==> src/sv/nshc_pkg.sv <==
// Shared constants, fixed-point formats and pipeline word types for the NTC
// Steinhart-Hart converter. No dependencies; every other file uses this package.
package nshc_pkg;

    // Input and configuration widths.
    localparam int ADC_BITS      = 10;
    localparam int LOG_FRAC_BITS = 24;
    localparam int SER_W         = 16;
    localparam int WIN_W         = 20;
    localparam int CFG_W         = 20;
    localparam int CFG_IDX_W     = 2;
    localparam int TEMP_W        = 16;

    // Configuration register indexes.
    localparam logic [CFG_IDX_W-1:0] REG_SERIES = CFG_IDX_W'(0);
    localparam logic [CFG_IDX_W-1:0] REG_MIN    = CFG_IDX_W'(1);
    localparam logic [CFG_IDX_W-1:0] REG_MAX    = CFG_IDX_W'(2);

    localparam logic [SER_W-1:0] SER_RST = SER_W'(10080);
    localparam logic [WIN_W-1:0] MIN_RST = WIN_W'(1000);
    localparam logic [WIN_W-1:0] MAX_RST = WIN_W'(200000);

    // Resistance is Q20.8; in-window values stay below 2^R_W.
    localparam int RQ_FRAC = 8;
    localparam int R_W     = WIN_W + RQ_FRAC;
    localparam int NUM_W   = SER_W + ADC_BITS + RQ_FRAC;

    // Restoring divider cells, shared by both divisions.
    localparam int DIV_QW = (NUM_W > 39) ? NUM_W : 39;
    localparam int DIV_DW = 26;
    localparam logic [DIV_QW-1:0] RECIP_DVD = DIV_QW'(64'd100 << 32);
    localparam int RECIP_SHIFT = 28;

    // Output codes.
    localparam logic signed [TEMP_W-1:0] ERR_TEMP = TEMP_W'(9990);
    localparam int TEMP_MAX      = 32767;
    localparam int KELVIN0_CENTI = 27315;

    // Normalizer and log2 cells.
    localparam int NORM_W     = 32;
    localparam int NORM_STEPS = 5;
    localparam int Z_W        = $clog2(NORM_W);
    localparam int K_W        = 6;
    localparam int MANT_W     = 31;
    localparam int LOG_STEPS  = 30;
    localparam logic [29:0] LN2_Q30 = 30'd744261118;
    localparam int LN30_W   = 37;
    localparam int LN_SHIFT = 30 - LOG_FRAC_BITS;

    // Widths of ln R and its powers, sized from |ln R| < 16.
    localparam int L_W  = LOG_FRAC_BITS + 6;
    localparam int LA_W = LOG_FRAC_BITS + 4;
    localparam int L2_W = LOG_FRAC_BITS + 8;
    localparam int L3_W = LOG_FRAC_BITS + 12;

    // Steinhart-Hart coefficients in Q0.60, split at the product shift.
    localparam logic [63:0] C1_Q60 = 64'd1037629192394503;
    localparam logic [63:0] C2_Q60 = 64'd287524496750000;
    localparam logic [63:0] C3_Q60 = 64'd231819106840;
    localparam int C2_HI_W = 49 - LOG_FRAC_BITS;
    localparam int C3_HI_W = 38 - LOG_FRAC_BITS;
    localparam logic [C2_HI_W-1:0] C2_HI = C2_HI_W'(C2_Q60 >> LOG_FRAC_BITS);
    localparam logic [LOG_FRAC_BITS-1:0] C2_LO = LOG_FRAC_BITS'(C2_Q60);
    localparam logic [C3_HI_W-1:0] C3_HI = C3_HI_W'(C3_Q60 >> LOG_FRAC_BITS);
    localparam logic [LOG_FRAC_BITS-1:0] C3_LO = LOG_FRAC_BITS'(C3_Q60);
    localparam int MS_W = LA_W + C2_HI_W + 2;
    localparam int S_W  = MS_W + 2;

    // Cycles from an accepted word to its result strobe.
    localparam int LATENCY = 1 + DIV_QW + 1 + NORM_STEPS + LOG_STEPS + 8 + DIV_QW + 1;

    typedef struct packed {
        logic ok;
        logic szero;
    } t_tag;

    typedef struct packed {
        logic              vld;
        t_tag              tag;
        logic [DIV_DW-1:0] dvsr;
        logic [DIV_DW-1:0] rem;
        logic [DIV_QW-1:0] dvd;
        logic [DIV_QW-1:0] quo;
    } t_div;

    typedef struct packed {
        logic                  vld;
        logic                  ok;
        logic signed [K_W-1:0] k;
        logic [MANT_W-1:0]     mant;
        logic [LOG_STEPS-1:0]  frac;
    } t_log;

endpackage

==> src/sv/nshc_log_cell.sv <==
// One log2 cell: squares the Q1.30 mantissa and yields one fraction bit.
// Depends on nshc_pkg (t_log, MANT_W, LOG_STEPS).
module nshc_log_cell (
    input  logic          i_clk,
    input  logic          i_rst_n,
    input  nshc_pkg::t_log i_stage,
    output nshc_pkg::t_log o_stage
);

    nshc_pkg::t_log r_stage;
    nshc_pkg::t_log n_stage;
    logic [2*nshc_pkg::MANT_W-1:0] sq;
    logic [nshc_pkg::MANT_W:0]     m2;
    logic                          big;

    assign sq = i_stage.mant * i_stage.mant;

    always_comb begin
        // The square is truncated back to Q2.30; a value of two or more halves it.
        m2  = sq[2*nshc_pkg::MANT_W-1:nshc_pkg::MANT_W-1];
        big = m2[nshc_pkg::MANT_W];
        n_stage      = i_stage;
        n_stage.mant = big ? m2[nshc_pkg::MANT_W:1] : m2[nshc_pkg::MANT_W-1:0];
        n_stage.frac = {i_stage.frac[nshc_pkg::LOG_STEPS-2:0], big};
    end

    always_ff @(posedge i_clk) begin
        if (!i_rst_n) begin
            r_stage <= '0;
        end else begin
            r_stage <= n_stage;
        end
    end

    assign o_stage = r_stage;

endmodule

==> config.mk <==
export PLATFORM = sky130hd
export DESIGN_NAME = nshc_log_cell
export DESIGN_NICKNAME = d
export VERILOG_FILES = /design/src/sv/nshc_pkg.sv /design/src/sv/nshc_log_cell.sv
export SDC_FILE = /design/constraint.sdc
export NUM_CORES = 2
export LEC_CHECK = 0
export ABC_AREA = 1
export BUFFER_PORTS_ARGS = -buffer_cell sky130_fd_sc_hd__buf_4
export CAP_MARGIN = 40
export CORE_MARGIN = 2
export CORE_UTILIZATION = 61
export CTS_BUF_LIST = sky130_fd_sc_hd__clkbuf_8
export DETAILED_ROUTE_END_ITERATION = 10
export PLACE_DENSITY_LB_ADDON = 0.1
export SLEW_MARGIN = 15
export SYNTH_ARGS = -nofsm -noshare
export SYNTH_HDL_FRONTEND = slang
export SYNTH_SLANG_ARGS = --single-unit
==> constraint.sdc <==
create_clock -name i_clk -period 14.31 [get_ports i_clk]
set_clock_uncertainty 0.05 [all_clocks]
set_input_delay 0.7155 -clock i_clk [delete_from_list [all_inputs] [get_ports i_clk]]
set_output_delay 0.7155 -clock i_clk [all_outputs]
set_load 0.02 [all_outputs]
# --- After elaboration in Yosys (flattened, before gate mapping) ---
# Cells that the tools add are included.
classes:
  mul: 1
  n_mux: 1
op_table:
  columns: ["operator", "count"]
  rows:
  - ["31-bit by 31-bit multiplier with 62-bit output", 1]
  - ["31-bit two-way mux", 1]
totals:
  input_bits: 71
  regBits: 69
  word_cells: 7
  out_inout_bits: 69

# --- Depth between registers and ports, before layout ---
depth:
  ltp_word: 2
  mapped_depth: 35
  mapped_depth_nobuf: 32

# --- Least setup slack after synthesis ---
# OpenSTA, ideal clock, no wires.
synth_path:
  path_kind: "input to register"
  start: "input i_stage[55] in the netlist's numbering"
  end: "register r_stage (netlist bit o_stage[35])"
  setup_ns: 0.114
  t_required_ns: 14.146
  setup_slack_ns: 7.070
  arrival_ns: 7.076
  path_stages: 30
  path_buffers: 3
  cell_sequence: "clkbuf_1 clkbuf_1 nand2_1 fa_1 fa_1 inv_1 fa_1 inv_1 fa_1 inv_1 fa_1 fa_1 fa_1 inv_1 fa_1 inv_1 ha_1 nand2_1 nand2_1 a21oi_2 nand2_1 nand2_1 nand2_1 a21oi_2 nand2_1 nand2_1 nand2_2 buf_6 a21oi_1 nor2_1"
synth_via:
  elab_chain_len: 2
synth_lines:
  columns: ["item", "line", "rtl"]
  rows:
  - ["start: declaration", "nshc_log_cell.sv:6", "input nshc_pkg::t_log i_stage,"]
  - ["31-bit by 31-bit multiplier with 62-bit output", "nshc_log_cell.sv:16", "assign sq = i_stage.mant * i_stage.mant;"]
  - ["31-bit two-way mux", "nshc_log_cell.sv:23", "n_stage.mant = big ? m2[nshc_pkg::MANT_W:1] : m2[nshc_pkg::MANT_W-1:0];"]
  - ["end signal: assignment", "nshc_log_cell.sv:31", "r_stage <= n_stage;"]
  - ["end: declaration", "nshc_log_cell.sv:10", "nshc_pkg::t_log r_stage;"]
# Every way passes these cells.
# A chain may end at the register's enable or synchronous reset.

# --- Final worst setup path ---
layout_path:
  start: "input i_stage[46] in the netlist's numbering"
  end: "register r_stage (netlist bit o_stage[45])"
# The elaborated chain is that of the path after synthesis.

==> results_dict.tcl <==
set metrics [dict create \
    clkSinkCount 69 \
    clockBufferDepth 2 \
    num_vias 23100 \
    largest_reg_flops 69 \
    ys_ff_latch 69 \
    period_share_pct 52.5 \
    track_usage_pct 29.0 \
    layout_common_cells "inv_1, nand2_1, fa_1" \
    ios 140 \
    worst_pin_slew_ns 0.670 \
    finalWirelength_mm 71.5 \
    port_buffers 138 \
    max_freq_mhz 133 \
    core_um2 51000 \
    synthFlopType "dfxtp_1" \
    n_antenna_cell 0 \
    setup_viol 0 \
    h-tree-depth 3 \
    crit_required_ns 14.51 \
    grt_pass1_vias 24800 \
    hold_start "i_stage[10]" \
    hold_viol_final 0 \
    first_iter_violations 1159 \
    holdBufCountCts 0 \
    crit_end "o_stage[45]" \
    drive_above_1_share_pct 4.54 \
    ant_nets 0 \
    drc 0 \
    slowest_stage "fa_1" \
    overflow 0 \
    viasPerCell 4.90 \
    final_common_cell "inv_1" \
    antenna_found_initial 0 \
    netlist_instances 3990 \
    grt_pass1_wl_mm 123 \
    clockRootBuffer "clkbuf_8" \
    nNetsFinal 5117 \
    die_h_um 231 \
    synth_warnings 0 \
    syn_area_um2 31300 \
    place.gp.congestion 0.967 \
    yosysUniqueCellTypes 38 \
    slew_headroom_pct 55.3 \
    start_util_pct 61.4 \
    slew_violations 0 \
    synthArstFlopShare_pct 0 \
    end_kind "register" \
    dieArea_um2 53200 \
    grt_max_degree 70 \
    synth_edf_count 0 \
    start_kind "input pin" \
    area.growth.synth_to_final_pct 5.19 \
    syn_nets 5077 \
    period_needed_ns 7.51 \
    avgSynthCellArea_um2 7.85 \
    critPathLaunch "i_stage[46]" \
    drt-wirelength-per-cell_um 15.2 \
    slowest_delay_ns 0.58 \
    drt-pass1-iter-count 5 \
    rsz0062_at_grt "false" \
    maxCapViolCount 0 \
    cts_made_buffers 9 \
    min-delay-path-class "in2reg" \
    cts-resized-gates 0 \
    ys_seq_area_share_pct 4.41 \
    cts_setup_buffers 0 \
    rows 83 \
    crit_arrival_ns 7.71 \
    die_w_um 231 \
    dp_hpwl_mm 60.7 \
    crit_type "in2reg" \
    cts_tree "built" \
    fin_tns_setup_ns 0 \
    clk_pin_slew_ns 0.09 \
    worstPathMaxFanout 32 \
    status "completed" \
]
## kinds of logic after synthesis
group	Yosys count	share of synthesized area, %
xor+xnor	34	0.951
buf+inv	1459	17.6
compound gates	95	1.68
fa+ha+maj	1016	58.5
simple gates	1317	16.8
flops	69	4.41
## area by class of cell
cell class              count  area (um^2)
clock buffers               9          124
clock inverters             7         75.1
fillers                  4662        18100
inverters                1350         5070
multi-input cells        2462        24400
flip-flops and latches     69         1380
well taps                 680          851
repair buffers            138         1040
## synthesized netlist by cell type (2+ instances only)
library cell,instances,area [um^2]
o21bai_1,9,67.6
and2_0,9,56.3
nor2_4,2,22.5
nand2_2,11,68.8
fa_1,747,15000
and3_1,2,12.5
nor2_1,138,518
buf_6,6,67.6
nand3_1,51,255
nor4_1,4,25.0
buf_1,8,30.0
dfxtp_1,69,1380
nand3b_1,11,82.6
a21oi_1,56,280
xnor2_1,17,149
a21oi_2,3,26.3
o21ai_0,20,100
inv_1,1349,5060
nand2_1,1040,3900
a31o_2,2,17.5
and2_1,17,106
a21o_1,2,15.0
nor3_1,7,35.0
clkbuf_1,91,342
nor2_2,3,18.8
ha_1,269,3370
or2_2,4,25.0
nand4_1,14,87.6
xor2_1,17,149
buf_2,4,20.0
## routing by layer
layer	part of all wire [%]	wire length [um]	GRT usage (%)	vias to the layer above
li1	-	-	-	11100
met1	42	30300	38.6	11300
met2	51	36200	51.5	561
met3	4.5	3190	2.77	108
met4	2.5	1820	6.83	0
met5	0	0	0	-
## per-stage QoR
step | utilization [%] | cell area, um^2 | hold WS, ns | std cells | setup WS, ns
after floorplan | - | 31300 | 0.759 | 3990 | 7.07
after global routing | 64.6 | 32900 | 0.458 | 4715 | 6.37
after global placement | 64.2 | 32700 | 0.843 | 4699 | 6.44
final | 64.6 | 32900 | 0.480 | 4715 | 6.80
after CTS | 64.6 | 32900 | 0.465 | 4715 | 6.79
after detailed placement | 64.2 | 32700 | 0.848 | 4699 | 6.42
## worst max-delay path, delay by kind of cell
family                   cells  cell delay, ns
adder cells (fa/ha/maj)      9            4.34
AND/OR/NAND/NOR             13            1.85
buffers and inverters        4            0.68
AO/OA/AOI/OAI                1            0.09
## how the worst min path moves through the flow
| stage | to | slack [ns] | cells past startpoint |
|---|---|---|---|
| floorplan | o_stage[1] | 0.76 | 2 |
| global placement | o_stage[1] | 0.84 | 3 |
| detailed placement | o_stage[1] | 0.85 | 3 |
| CTS | o_stage[18] | 0.47 | 3 |
| global route | o_stage[17] | 0.46 | 3 |
| finish | o_stage[11] | 0.48 | 3 |
Power is not shown: default switching activity piles up to over one toggle a cycle in this logic, so the estimate is an artifact.
