File: src/sv/nshc_pkg.sv
// Shared constants, fixed-point formats and pipeline word types for the NTC
// Steinhart-Hart converter. No dependencies; every other file uses this package.
package nshc_pkg;

    // Input and configuration widths.
    localparam int ADC_BITS      = 10;
    localparam int LOG_FRAC_BITS = 24;
    localparam int SER_W         = 16;
    localparam int WIN_W         = 20;
    localparam int CFG_W         = 20;
    localparam int CFG_IDX_W     = 2;
    localparam int TEMP_W        = 16;

    // Configuration register indexes.
    localparam logic [CFG_IDX_W-1:0] REG_SERIES = CFG_IDX_W'(0);
    localparam logic [CFG_IDX_W-1:0] REG_MIN    = CFG_IDX_W'(1);
    localparam logic [CFG_IDX_W-1:0] REG_MAX    = CFG_IDX_W'(2);

    localparam logic [SER_W-1:0] SER_RST = SER_W'(10080);
    localparam logic [WIN_W-1:0] MIN_RST = WIN_W'(1000);
    localparam logic [WIN_W-1:0] MAX_RST = WIN_W'(200000);

    // Resistance is Q20.8; in-window values stay below 2^R_W.
    localparam int RQ_FRAC = 8;
    localparam int R_W     = WIN_W + RQ_FRAC;
    localparam int NUM_W   = SER_W + ADC_BITS + RQ_FRAC;

    // Restoring divider cells, shared by both divisions.
    localparam int DIV_QW = (NUM_W > 39) ? NUM_W : 39;
    localparam int DIV_DW = 26;
    localparam logic [DIV_QW-1:0] RECIP_DVD = DIV_QW'(64'd100 << 32);
    localparam int RECIP_SHIFT = 28;

    // Output codes.
    localparam logic signed [TEMP_W-1:0] ERR_TEMP = TEMP_W'(9990);
    localparam int TEMP_MAX      = 32767;
    localparam int KELVIN0_CENTI = 27315;

    // Normalizer and log2 cells.
    localparam int NORM_W     = 32;
    localparam int NORM_STEPS = 5;
    localparam int Z_W        = $clog2(NORM_W);
    localparam int K_W        = 6;
    localparam int MANT_W     = 31;
    localparam int LOG_STEPS  = 30;
    localparam logic [29:0] LN2_Q30 = 30'd744261118;
    localparam int LN30_W   = 37;
    localparam int LN_SHIFT = 30 - LOG_FRAC_BITS;

    // Widths of ln R and its powers, sized from |ln R| < 16.
    localparam int L_W  = LOG_FRAC_BITS + 6;
    localparam int LA_W = LOG_FRAC_BITS + 4;
    localparam int L2_W = LOG_FRAC_BITS + 8;
    localparam int L3_W = LOG_FRAC_BITS + 12;

    // Steinhart-Hart coefficients in Q0.60, split at the product shift.
    localparam logic [63:0] C1_Q60 = 64'd1037629192394503;
    localparam logic [63:0] C2_Q60 = 64'd287524496750000;
    localparam logic [63:0] C3_Q60 = 64'd231819106840;
    localparam int C2_HI_W = 49 - LOG_FRAC_BITS;
    localparam int C3_HI_W = 38 - LOG_FRAC_BITS;
    localparam logic [C2_HI_W-1:0] C2_HI = C2_HI_W'(C2_Q60 >> LOG_FRAC_BITS);
    localparam logic [LOG_FRAC_BITS-1:0] C2_LO = LOG_FRAC_BITS'(C2_Q60);
    localparam logic [C3_HI_W-1:0] C3_HI = C3_HI_W'(C3_Q60 >> LOG_FRAC_BITS);
    localparam logic [LOG_FRAC_BITS-1:0] C3_LO = LOG_FRAC_BITS'(C3_Q60);
    localparam int MS_W = LA_W + C2_HI_W + 2;
    localparam int S_W  = MS_W + 2;

    // Cycles from an accepted word to its result strobe.
    localparam int LATENCY = 1 + DIV_QW + 1 + NORM_STEPS + LOG_STEPS + 8 + DIV_QW + 1;

    typedef struct packed {
        logic ok;
        logic szero;
    } t_tag;

    typedef struct packed {
        logic              vld;
        t_tag              tag;
        logic [DIV_DW-1:0] dvsr;
        logic [DIV_DW-1:0] rem;
        logic [DIV_QW-1:0] dvd;
        logic [DIV_QW-1:0] quo;
    } t_div;

    typedef struct packed {
        logic                  vld;
        logic                  ok;
        logic signed [K_W-1:0] k;
        logic [MANT_W-1:0]     mant;
        logic [LOG_STEPS-1:0]  frac;
    } t_log;

endpackage

File: src/sv/nshc_div_cell.sv
// One restoring-division cell: one quotient bit per cycle, registered.
// Depends on nshc_pkg (t_div, DIV_QW, DIV_DW).
module nshc_div_cell (
    input  logic          i_clk,
    input  logic          i_rst_n,
    input  nshc_pkg::t_div i_stage,
    output nshc_pkg::t_div o_stage
);

    nshc_pkg::t_div r_stage;
    nshc_pkg::t_div n_stage;
    logic [nshc_pkg::DIV_DW:0] trial;
    logic [nshc_pkg::DIV_DW:0] diff;
    logic                      ge;

    always_comb begin
        trial = {i_stage.rem, i_stage.dvd[nshc_pkg::DIV_QW-1]};
        diff  = trial - {1'b0, i_stage.dvsr};
        ge    = (trial >= {1'b0, i_stage.dvsr});
        n_stage      = i_stage;
        n_stage.rem  = ge ? diff[nshc_pkg::DIV_DW-1:0] : trial[nshc_pkg::DIV_DW-1:0];
        n_stage.dvd  = {i_stage.dvd[nshc_pkg::DIV_QW-2:0], 1'b0};
        n_stage.quo  = {i_stage.quo[nshc_pkg::DIV_QW-2:0], ge};
    end

    always_ff @(posedge i_clk) begin
        if (!i_rst_n) begin
            r_stage <= '0;
        end else begin
            r_stage <= n_stage;
        end
    end

    assign o_stage = r_stage;

endmodule

File: config.mk
export PLATFORM = sky130hd
export DESIGN_NAME = nshc_div_cell
export DESIGN_NICKNAME = d
export VERILOG_FILES = /design/src/sv/nshc_pkg.sv /design/src/sv/nshc_div_cell.sv
export SDC_FILE = /design/constraint.sdc
export NUM_CORES = 1
export LEC_CHECK = 0
export BUFFER_PORTS_ARGS = -buffer_cell sky130_fd_sc_hd__buf_2
export CAP_MARGIN = 10
export CELL_PAD_IN_SITES_DETAIL_PLACEMENT = 1
export CELL_PAD_IN_SITES_GLOBAL_PLACEMENT = 2
export CORE_MARGIN = 2
export CORE_UTILIZATION = 27
export CTS_BUF_LIST = sky130_fd_sc_hd__clkbuf_16
export DETAILED_ROUTE_END_ITERATION = 8
export PLACE_DENSITY_LB_ADDON = 0.1
export SLEW_MARGIN = 15
export SYNTH_ARGS = -nofsm -noshare
export SYNTH_HDL_FRONTEND = slang
export SYNTH_SLANG_ARGS = --single-unit
File: constraint.sdc
create_clock -name i_clk -period 5.8 [get_ports i_clk]
set_clock_uncertainty 0.2 [all_clocks]
set_input_delay 0.58 -clock i_clk [delete_from_list [all_inputs] [get_ports i_clk]]
set_output_delay 0.58 -clock i_clk [all_outputs]
set_load 0.05 [all_outputs]
# == Yosys cells after proc, flatten, opt, wreduce, memory -nomap -nowiden ==
# Cells that the tools add are included.
# op_classes
addsub,1
multipliers,0
div,0
n_lt_le_gt_ge,1
eq_ne,0
shifts,0
mux,1
bitwise,0
reduce_logical,0
# ops
operator,count
>= comparator 27 x 26 -> 1 bit,1
2-to-1 mux 26 bit,1
subtractor 26 bit,1
# totals
reg_bits,133
latchBits,0
mem_bits_rw,0
rom_bits,0
out_inout_bits,133
elab_cells,11
mem_count,0

# == Depth between registers and ports, before layout ==
# Gate-level depths: netlist (run 1).
# logic_depth
depth_word,2
depth_mapped,12

# == Worst setup path before layout (run 1) ==
# OpenSTA, ideal clock, no wires.
# synth_timing
path_type,in2reg
start,input i_stage[77] (netlist bit)
end,"register r_stage, in the netlist o_stage[100]"
setup_ns,0.132
arrival_time_ns,2.714
required_time_ns,5.468
path_slack_ns,2.754
stages,12
cell_sequence,inv_1 ha_1 inv_1 fa_1 a21o_1 a221oi_1 o211ai_1 a311oi_1 o41ai_1 xor2_1 o21ai_0 a21oi_1
# synth_between
elab_chain_len,2
word_cells_on_any_way,3
classes_between,add/sub: 1; order compare: 1; mux: 1
# synth_lines
item,line,rtl
from (decl),nshc_div_cell.sv:6,"input nshc_pkg::t_div i_stage,"
subtractor 26 bit or >= comparator 27 x 26 -> 1 bit (tied branches),"nshc_div_cell.sv:18, nshc_div_cell.sv:19",
2-to-1 mux 26 bit *,nshc_div_cell.sv:21,n_stage.rem = ge ? diff[nshc_pkg::DIV_DW-1:0] : trial[nshc_pkg::DIV_DW-1:0];
to (signal assigned),nshc_div_cell.sv:30,r_stage <= n_stage;
to (decl),nshc_div_cell.sv:10,nshc_pkg::t_div r_stage;
# Every way passes the cells marked *; elsewhere a longest branch is shown, timed or not.
# A chain may end at the register's enable or synchronous reset.

# == Worst setup path in the final report (run 1) ==
# layout_timing
start,input i_stage[77] (netlist bit)
end,"register r_stage, in the netlist o_stage[98]"
# The elaborated chain is that of the path after synthesis.

==> metrics, run 1 <==
Post-synth EDFFs 0; layout cell share with drive strength beyond 1 36.5%; worst min path class in -> reg; drt pass-1 iters 4; finished layout cell area 0.00746 mm2; Peak VDD IR 199 uV; static leakage 0.00370 uW; via density per instance 4.46; Synth warnings 0; DP Worst Slack 1870 ps; Synth top area share 49.8%; Die ar. 0.0208 mm2; H-tree depth reported by CTS 4; CTS tree built; largest net degree at the start of global routing 88; startpoint type of the worst setup path primary input; global-route wire length before repair 28.5 mm; Worst Min Path Start i_stage[18]; Synth Cell Area 0.00531 mm2; status finished clean; DR top layer met5; slew margin rel. 36.3%; Final Max Tran Viols 0; wire per inst 16.6 um; initial antenna violation count 3; Die X 144 um; die height 144 um; DP Area 0.00686 mm2; Synth-to-Final Area Change 40.6%; Min-Delay Path Depth 2; Final #Nets 998; Post-DP HPWL 14.3 mm; io pins 268; Slowest-stage cell, CP a221oi_1; min Tclk post-route 3500 ps; drt initial violations 131; Hold Vio Cnt, Final 0; Min Hold Slack 155 ps; Cells after Synth 578; CP max FO 4; max reg flops 132; hold path endpoint o_stage[19]; DRT Wirelength 18.6 mm; row cnt 51; root buffer cell clkbuf_16; setup TNS 0 ps; input/output buffers 265; clock transition at the registers of the reported paths 70 ps; Netlist cell types 51; RSZ-0062 raised after global routing false; Final WS setup 2300 ps; sequential-to-total area share from yosys stat 49.8%; gpl congestion 0.825; Post-synth top flop dfxtp_1; gr ovfl total 0; final setup fails 0; Largest stage delay, worst path 510 ps; fmax 286 MHz; Max-Cap Viols 0; Tot GR Track Use 18.0%; Crit Path Class in -> reg; met1 WL 7.96 mm; mean post-synth cell area 9.18 um2; top cells by area, synth dfxtp_1, and2_1, ha_1, a21oi_1, o21ai_0; Clock Path Buffers 2; Starting Density 27.4%; critical path capture point type register; CORE AREA 0.0194 mm2; vias in the first global route 5241; post-CTS setup buffer count 0; P per Cell Area 358 mW/mm2; DRC 0; Syn Nets 740; Vias 4975; worst path required time 5940 ps; Worst-Margin Slew 955 ps; crit-path cells buf_2, inv_1, ha_1, inv_1, fa_1, a21o_1, a221oi_1, o21ai_0, a21oi_1, nor3_1, nor4b_1, o21ai_0, o31ai_1; clock sink count 132; post-CTS sizing 0; Synth async-reset ratio 0%; clock buffer count from CTS 17; post-layout util 38.4%; period utilisation layout 60.3%; met3 WL 1.50 mm; data arrival time of the critical path 3630 ps; Yosys reg bits 132; Routed Antenna Nets 0; met2 routed WL 8.78 mm; # hold bufs at CTS 0; Synth area leader dfxtp_1
==> logic make-up (layout without fill, tap and decap cells) <==
kind of cell	count (synthesis)	count (layout)	synth area share, %
other cells	1	3	0.0707
buf+inv	62	333	4.76
simple gates	215	215	21.5
fa+ha+maj	27	27	6.51
xor+xnor	18	18	2.97
compound gates	123	123	14.4
flops	132	132	49.8
==> routing by layer <==
layer  track usage (%)  vias up
met1              21.2     2315
li1                  -     2467
met2              30.4      170
met3              6.06       21
met5                 0        -
met4              6.75        2
==> Yosys cell counts, drive strengths merged, types with 2 or more instances <==
cell type and n:
and2 81, xor2 6, ha 26, and3 6, nand2b 3, buf 5, nor3 15, or2 2
o21ai 38, or3 3, a21o 5, o211ai 6, a21oi 45, xnor2 12, nand3 23, o21a 5
dfxtp 132, a221oi 2, nor2 45, and4 2, nand4 7, a211oi 2, inv 33, o41ai 3
o31ai 5, nor2b 3, clkbuf 24, nand2 22
==> critical path, delay by kind of cell <==
kind,cells,cell delay [ps]
compound gates,6,1790
fa+ha+maj,2,560
buf+inv,3,210
simple gates,2,500
==> final cells by class <==
class	count	area [um2]
tap	265	332
fill	2382	11900
multi-input combinational	384	2420
clock buffer	17	425
clock inverter	15	164
timing repair buffer	268	1350
sequential	132	2640
inverter	33	124
antenna	2	5.00
==> cell usage in the layout (no fill, tap or decap), drive strengths merged, types with 2 or more instances in the layout <==
| cell | synthesis | final |
|---|---|---|
| buf | 5 | 268 |
| dfxtp | 132 | 132 |
| and2 | 81 | 81 |
| a21oi | 45 | 45 |
| nor2 | 45 | 45 |
| inv | 33 | 43 |
| o21ai | 38 | 38 |
| ha | 26 | 26 |
| nand3 | 23 | 23 |
| nand2 | 22 | 22 |
| clkbuf | 24 | 17 |
| nor3 | 15 | 15 |
| xnor2 | 12 | 12 |
| nand4 | 7 | 7 |
| and3 | 6 | 6 |
| xor2 | 6 | 6 |
| o211ai | 6 | 6 |
| a21o | 5 | 5 |
| o21a | 5 | 5 |
| o31ai | 5 | 5 |
| nand2b | 3 | 3 |
| or3 | 3 | 3 |
| nor2b | 3 | 3 |
| o41ai | 3 | 3 |
| diode | 0 | 2 |
| a221oi | 2 | 2 |
| and4 | 2 | 2 |
| clkinvlp | 0 | 2 |
| a211oi | 2 | 2 |
| or2 | 2 | 2 |
| clkinv | 0 | 2 |
==> where the power goes <==
group	internal (uW)	switching (uW)	total, uW
clock	612	472	1080
combinational	178	427	605
sequential	970	14.2	984
total	1760	913	2670
==> how the worst max path moves through the flow <==
stage,start,endpoint,slack (ps),cells after the start
after global placement,i_stage[77],o_stage[100],1900,13
after CTS,i_stage[77],o_stage[100],2310,13
after floorplan,i_stage[77],o_stage[100],2750,12
final,i_stage[77],o_stage[98],2300,13
after global routing,i_stage[77],o_stage[98],1920,13
after detailed placement,i_stage[77],o_stage[100],1870,13
==> through the flow <==
| stage | total power [uW] | instances |
|---|---|---|
| floorplan | 1440 | 578 |
| global placement | 1610 | 1082 |
| detailed placement | 1610 | 1082 |
| CTS | 2710 | 1114 |
| global route | 2800 | 1115 |
| finish | 2670 | 1116 |
Note: power is estimated with default switching activity, not from simulation.
==> inputs of run 2 (changes only) <==
CORE_UTILIZATION = 23   (was 27)
clock period = 3.1 ns   (was 5.8 ns; I/O delays follow)
==> run 2 against run 1 <==
Effect of this change:
- hold slack lost 120 ps
- highest routed layer unchanged
- global-route usage decreased by 0.68 points
- core utilization grew 1.6 points
- critical endpoint is now o_stage[89]
- sequential share of layout area down 6.3 points
- largest cell class is now non-clock buffers
- first-iteration DRC count grew 61%
==> metrics, run 2 (synthesized netlist as in run 1, its figures left out) <==
clock buffer count from CTS 17 (unchanged); clock transition at the registers of the reported paths 70 ps (about the same); global-route wire length before repair 32.8 mm (was 28.5 mm); setup TNS 0 ps (unchanged); Post-DP HPWL 15.0 mm (was 14.3 mm); initial antenna violation count 7 (was 3); root buffer cell clkbuf_16 (unchanged); Worst Min Path Start i_stage[108] (was i_stage[18]); hold path endpoint o_stage[108] (was o_stage[19]); post-layout util 40.0% (was 38.4%); Die ar. 0.0243 mm2 (was 0.0208 mm2); DRC 0 (unchanged); static leakage 0.00440 uW (was 0.00370 uW); status finished clean (unchanged); vias in the first global route 6118 (was 5241); drt initial violations 211 (was 131); Tot GR Track Use 17.3% (was 18.0%); Multi-input gate area 0.00247 mm2 (was 0.00242 mm2); Clock Path Buffers 2 (unchanged); Reg area 0.00264 mm2 (unchanged); commonest cells after routing, fill and taps aside buf_2, dfxtp_1, dlygate4sd3_1 (was buf_2, dfxtp_1, and2_1); fillers 2709 (was 2382); Crit Path Class in -> reg (unchanged); Max-Cap Viols 0 (unchanged); worst min path class in -> reg (unchanged); Setup crit start i_stage[83] (was i_stage[77]); max reg flops 132 (unchanged); Worst-Margin Slew 694 ps (was 955 ps); Final Max Tran Viols 0 (unchanged); Die X 156 um (was 144 um); worst path required time 3180 ps (was 5940 ps); clock sink count 132 (unchanged); largest net degree at the start of global routing 87 (was 88); Peak VDD IR 311 uV (was 199 uV); startpoint type of the worst setup path primary input (unchanged); Hold Vio Cnt, Final 0 (unchanged); CORE AREA 0.0226 mm2 (was 0.0194 mm2); final setup fails 0 (unchanged); fmax 338 MHz; input/output buffers 265 (unchanged); gpl congestion 0.757 (was 0.825); Min-Delay Path Depth 4 (was 2); io pins 268 (unchanged); row cnt 55 (was 51); slew margin rel. 53.7% (was 36.3%); die height 156 um (was 144 um); Vias 5604 (was 4975); drt pass-1 iters 4 (unchanged); DRT Wirelength 21.1 mm (was 18.6 mm); layout cell share with drive strength beyond 1 34.4% (was 36.5%); critical path capture point type register (unchanged); H-tree depth reported by CTS 4 (unchanged); data arrival time of the critical path 3040 ps (was 3630 ps); commonest non-fill, non-tap cell in the layout buf_2 (unchanged); P per Cell Area 564 mW/mm2 (was 358 mW/mm2); CP max FO 11 (was 4); via density per instance 4.32 (was 4.46); period utilisation layout 95.5%; wire per inst 16.2 um (was 16.6 um); gr ovfl total 0 (unchanged); Synth-to-Final Area Change 70.7% (was 40.6%); CTS tree built (unchanged); min Tclk post-route 2960 ps; Starting Density 23.4% (was 27.4%); Final #Nets 1158 (was 998); Routed Antenna Nets 0 (unchanged)
==> run 2: area by class of cell <==
cell class                 count  share of cell area, %
clock buffer                  17                   4.70
antenna                        4                  0.110
timing repair buffer         428                   31.9
inverter                      33                   1.37
clock inverter                15                   1.59
multi-input combinational    384                   27.2
tap                          285                   3.94
sequential                   132                   29.2
==> run 2: repair_timing <==
action | in CTS | in global routing
hold buffers | 126 | 0
endpoints found under the hold margin | 126 | 0
buffers inserted | 0 | 3
setup endpoints to repair | 0 | 26
gates resized for setup | 0 | 10
==> run 2: critical path, cell delays in order <==
cell and delay (ps):
dlygate4sd3_1 540, buf_2 130, ha_1 240, or3_1 400
o211ai_2 240, a211oi_4 100, o31a_4 300, o211a_4 280
buf_4 180, o22ai_1 210, a21oi_1 90
==> run 2: worst max path at each step <==
| stage | endpoint | slack [ps] | depth (start not counted) |
|---|---|---|---|
| after global routing | o_stage[95] | -10 | 12 |
| after CTS | o_stage[103] | 90 | 12 |
| after global placement | o_stage[100] | -140 | 15 |
| final | o_stage[89] | 140 | 11 |
| after detailed placement | o_stage[100] | -100 | 15 |
| after floorplan | o_stage[100] | 320 | 12 |
==> run 2: layer usage <==
metal | wire length (um) | track usage, % | share of wire [%] | vias to the layer above
li1 | - | - | - | 2790
met1 | 9080 | 19.9 | 43 | 2608
met2 | 10400 | 31.4 | 49 | 179
met3 | 1260 | 4.69 | 6.0 | 21
met4 | 269 | 4.85 | 1.3 | 6
met5 | 50 | 0 | 0.24 | -
==> run 2: report_power, final <==
part	internal (uW)	switching, uW	total (uW)	leakage, uW
sequential	1810	28.5	1840	0.00110
combinational	485	849	1330	0.00303
clock	1060	875	1940	0.000274
total	3360	1750	5110	0.00440
==> run 2: metrics by stage <==
stage / cell area (um2) / setup slack [ps] / cells / hold WS, ps / power (uW)
after floorplan: 5310 / 324 / 578 / 237 / 2690
after global routing: 9060 / -14.1 / 1297 / 33.9 / 5390
final: 9060 / 138 / 1298 / 33.2 / 5110
after CTS: 8980 / 89.3 / 1291 / 7.01 / 5200
after global placement: 7150 / -137 / 1133 / 317 / 3060
after detailed placement: 7150 / -101 / 1133 / 321 / 3080
==> inputs of run 3 (changes only) <==
CORE_MARGIN = not set   (was 2)
CTS_CLUSTER_SIZE = 20   (was not set)
==> run 3 against run 2 <==
Effect of this change:
- critical path type unchanged
- sequential power hardly changed
- design area fell by 0.25%
- clock power about the same
- sequential share of layout area grew 0.073 points
- die area fell by 2.5%
==> metrics, run 3 (synthesized netlist as in run 1, its figures left out) <==
CP max FO 14 (was 11); DP Worst Slack -187 ps (was -101 ps); non-filler cells, final 1295 (was 1298); kind of cell adding the most delay to the critical path compound AO/OA/AOI/OAI gates (unchanged); critical path depth 11 (unchanged); CORE AREA 0.0226 mm2 (unchanged); Final Max Tran Viols 0 (unchanged); worst min path class in -> reg (unchanged); Clock Path Buffers 2 (unchanged); Seq pwr share 35.8% (was 36.0%); clock buffer count from CTS 17 (unchanged); fillers 2650 (was 2709); input/output buffers 265 (unchanged); min Tclk post-route 2920 ps (was 2960 ps); clock transition at the registers of the reported paths 70 ps (about the same); Routed Antenna Nets 0 (unchanged); Worst-Margin Slew 675 ps (was 694 ps); critical path capture point type register (unchanged); initial antenna violation count 1 (was 7); CTS tree built (unchanged); Min Hold Slack 53.0 ps (was 33.2 ps); largest net degree at the start of global routing 87 (unchanged); Max-Cap Viols 0 (unchanged); Multi-input gate area 0.00246 mm2 (was 0.00247 mm2); Crit Path Class in -> reg (unchanged); static leakage 0.00439 uW (was 0.00440 uW); period utilisation layout 94.1% (was 95.5%); diode count 0 (was 4); drt initial violations 163 (was 211); Synth-to-Final Area Change 70.3% (was 70.7%); Die ar. 0.0237 mm2 (was 0.0243 mm2); DRC 0 (unchanged); crit-path most repeated cell o21ai_1; io pins 268 (unchanged); Final WS setup 182 ps (was 138 ps); global-route wire length before repair 32.9 mm (was 32.8 mm); Post-DP HPWL 14.6 mm (was 15.0 mm); max reg flops 132 (unchanged); wire per inst 16.0 um (was 16.2 um); placed cell count 1134 (was 1133); Sw Pwr 1790 uW (was 1750 uW); via density per instance 4.36 (was 4.32); worst path required time 3190 ps (was 3180 ps); Sw Ratio 34.7% (was 34.3%); Vias 5646 (was 5604); vias in the first global route 6026 (was 6118); post-layout util 39.9% (was 40.0%); Final #Nets 1159 (was 1158); drt pass-1 iters 6 (was 4); Reg area 0.00264 mm2 (unchanged); H-tree depth reported by CTS 4 (unchanged); combinational share of power 25.9% (was 26.1%); slew margin rel. 55.0% (was 53.7%); data arrival time of the critical path 3000 ps (was 3040 ps); Tot GR Track Use 17.8% (was 17.3%); status finished clean (unchanged); gpl congestion 0.770 (was 0.757); Min-Delay Path Depth 3 (was 4); P per Cell Area 570 mW/mm2 (was 564 mW/mm2); layout cell share with drive strength beyond 1 34.5% (was 34.4%); final setup fails 0 (unchanged); die height 154 um (was 156 um); hold path endpoint o_stage[101] (was o_stage[108]); Worst Path Buf+Inv 4 (was 3); Pint 3360 uW (about the same); crit-path cells dlygate4sd3_1, buf_2, inv_1, ha_1, a21oi_1, o21ai_1, o31a_4, o211a_4, buf_12, o21ai_1, o31ai_1 (was dlygate4sd3_1, buf_2, ha_1, or3_1, o211ai_2, a211oi_4, o31a_4, o211a_4, buf_4, o22ai_1, a21oi_1); Starting Density 23.4% (unchanged); root buffer cell clkbuf_16 (unchanged); startpoint type of the worst setup path primary input (unchanged); gr ovfl total 0 (unchanged); fmax 343 MHz (was 338 MHz); commonest cells after routing, fill and taps aside buf_2, dfxtp_1, dlygate4sd3_1 (unchanged); Peak VDD IR 251 uV (was 311 uV); Clock power frac 38.3% (was 37.9%); commonest non-fill, non-tap cell in the layout buf_2 (unchanged); Worst Min Path Start i_stage[100] (was i_stage[108]); clock sink count 132 (unchanged); Hold Vio Cnt, Final 0 (unchanged); row cnt 55 (unchanged); Slowest-stage cell, CP dlygate4sd3_1 (unchanged); RSZ-0062 raised after global routing false; DRT Wirelength 20.8 mm (was 21.1 mm); Die X 154 um (was 156 um); Largest stage delay, worst path 530 ps (was 540 ps)
==> run 3: changes by cell type in the layout (fill, tap and decap cells not counted), sizes merged <==
cell,change
clkinv,-4
diode,-4
inv,+3
clkinvlp,+1
dlygate4sd3,+1
==> run 3: metrics by stage <==
step	area, um2	setup TNS (ps)	total power, uW
2_1_floorplan	5310	0	2690
3_3_place_gp	7140	-436	3070
3_5_place_dp	7140	-590	3080
4_1_cts	8980	0	5200
5_1_grt	9040	0	5400
6_report	9040	0	5150
==> run 3: repair_timing <==
| action | 4_1_cts | 5_1_grt |
|---|---|---|
| buffers inserted | 0 | 2 |
| resized for setup | 0 | 8 |
| hold buffers | 127 | 0 |
| endpoints found under the hold margin | 127 | 0 |
| setup endpoints to repair | 0 | 25 |
==> run 3: layout make-up <==
| class | instances | share of cell area [%] |
|---|---|---|
| Clock buffer | 17 | 4.71 |
| Clock inverter | 15 | 1.54 |
| Inverter | 33 | 1.37 |
| Multi-Input combinational cell | 384 | 27.2 |
| Sequential cell | 132 | 29.2 |
| Tap cell | 285 | 3.95 |
| Timing Repair Buffer | 429 | 32.0 |
==> run 3: power by group through the flow <==
stage                     combinational (uW)  clock [uW]  sequential [uW]
after floorplan                          388           0             2300
after global placement                  1190           0             1880
after detailed placement                1200           0             1880
after CTS                               1330        2030             1840
after global routing                    1440        2110             1850
final                                   1330        1970             1840
==> run 3: worst max path at each step <==
stage / slack [ps] / startpoint / to
floorplan: 320 / i_stage[77] / o_stage[100]
global placement: -180 / i_stage[77] / o_stage[100]
detailed placement: -190 / i_stage[108] / o_stage[98]
CTS: 6 / i_stage[91] / o_stage[103]
global route: 8 / i_stage[116] / o_stage[86]
finish: 180 / i_stage[122] / o_stage[98]
==> run 3: layer usage <==
metal	track usage [%]	share of wire (%)	wire (um)	vias up
met1	21.7	45	9320	2676
met5	0	0.063	13	-
li1	-	-	-	2794
met3	4.45	4.9	1020	11
met2	31.3	49	10200	163
met4	4.38	0.88	182	2
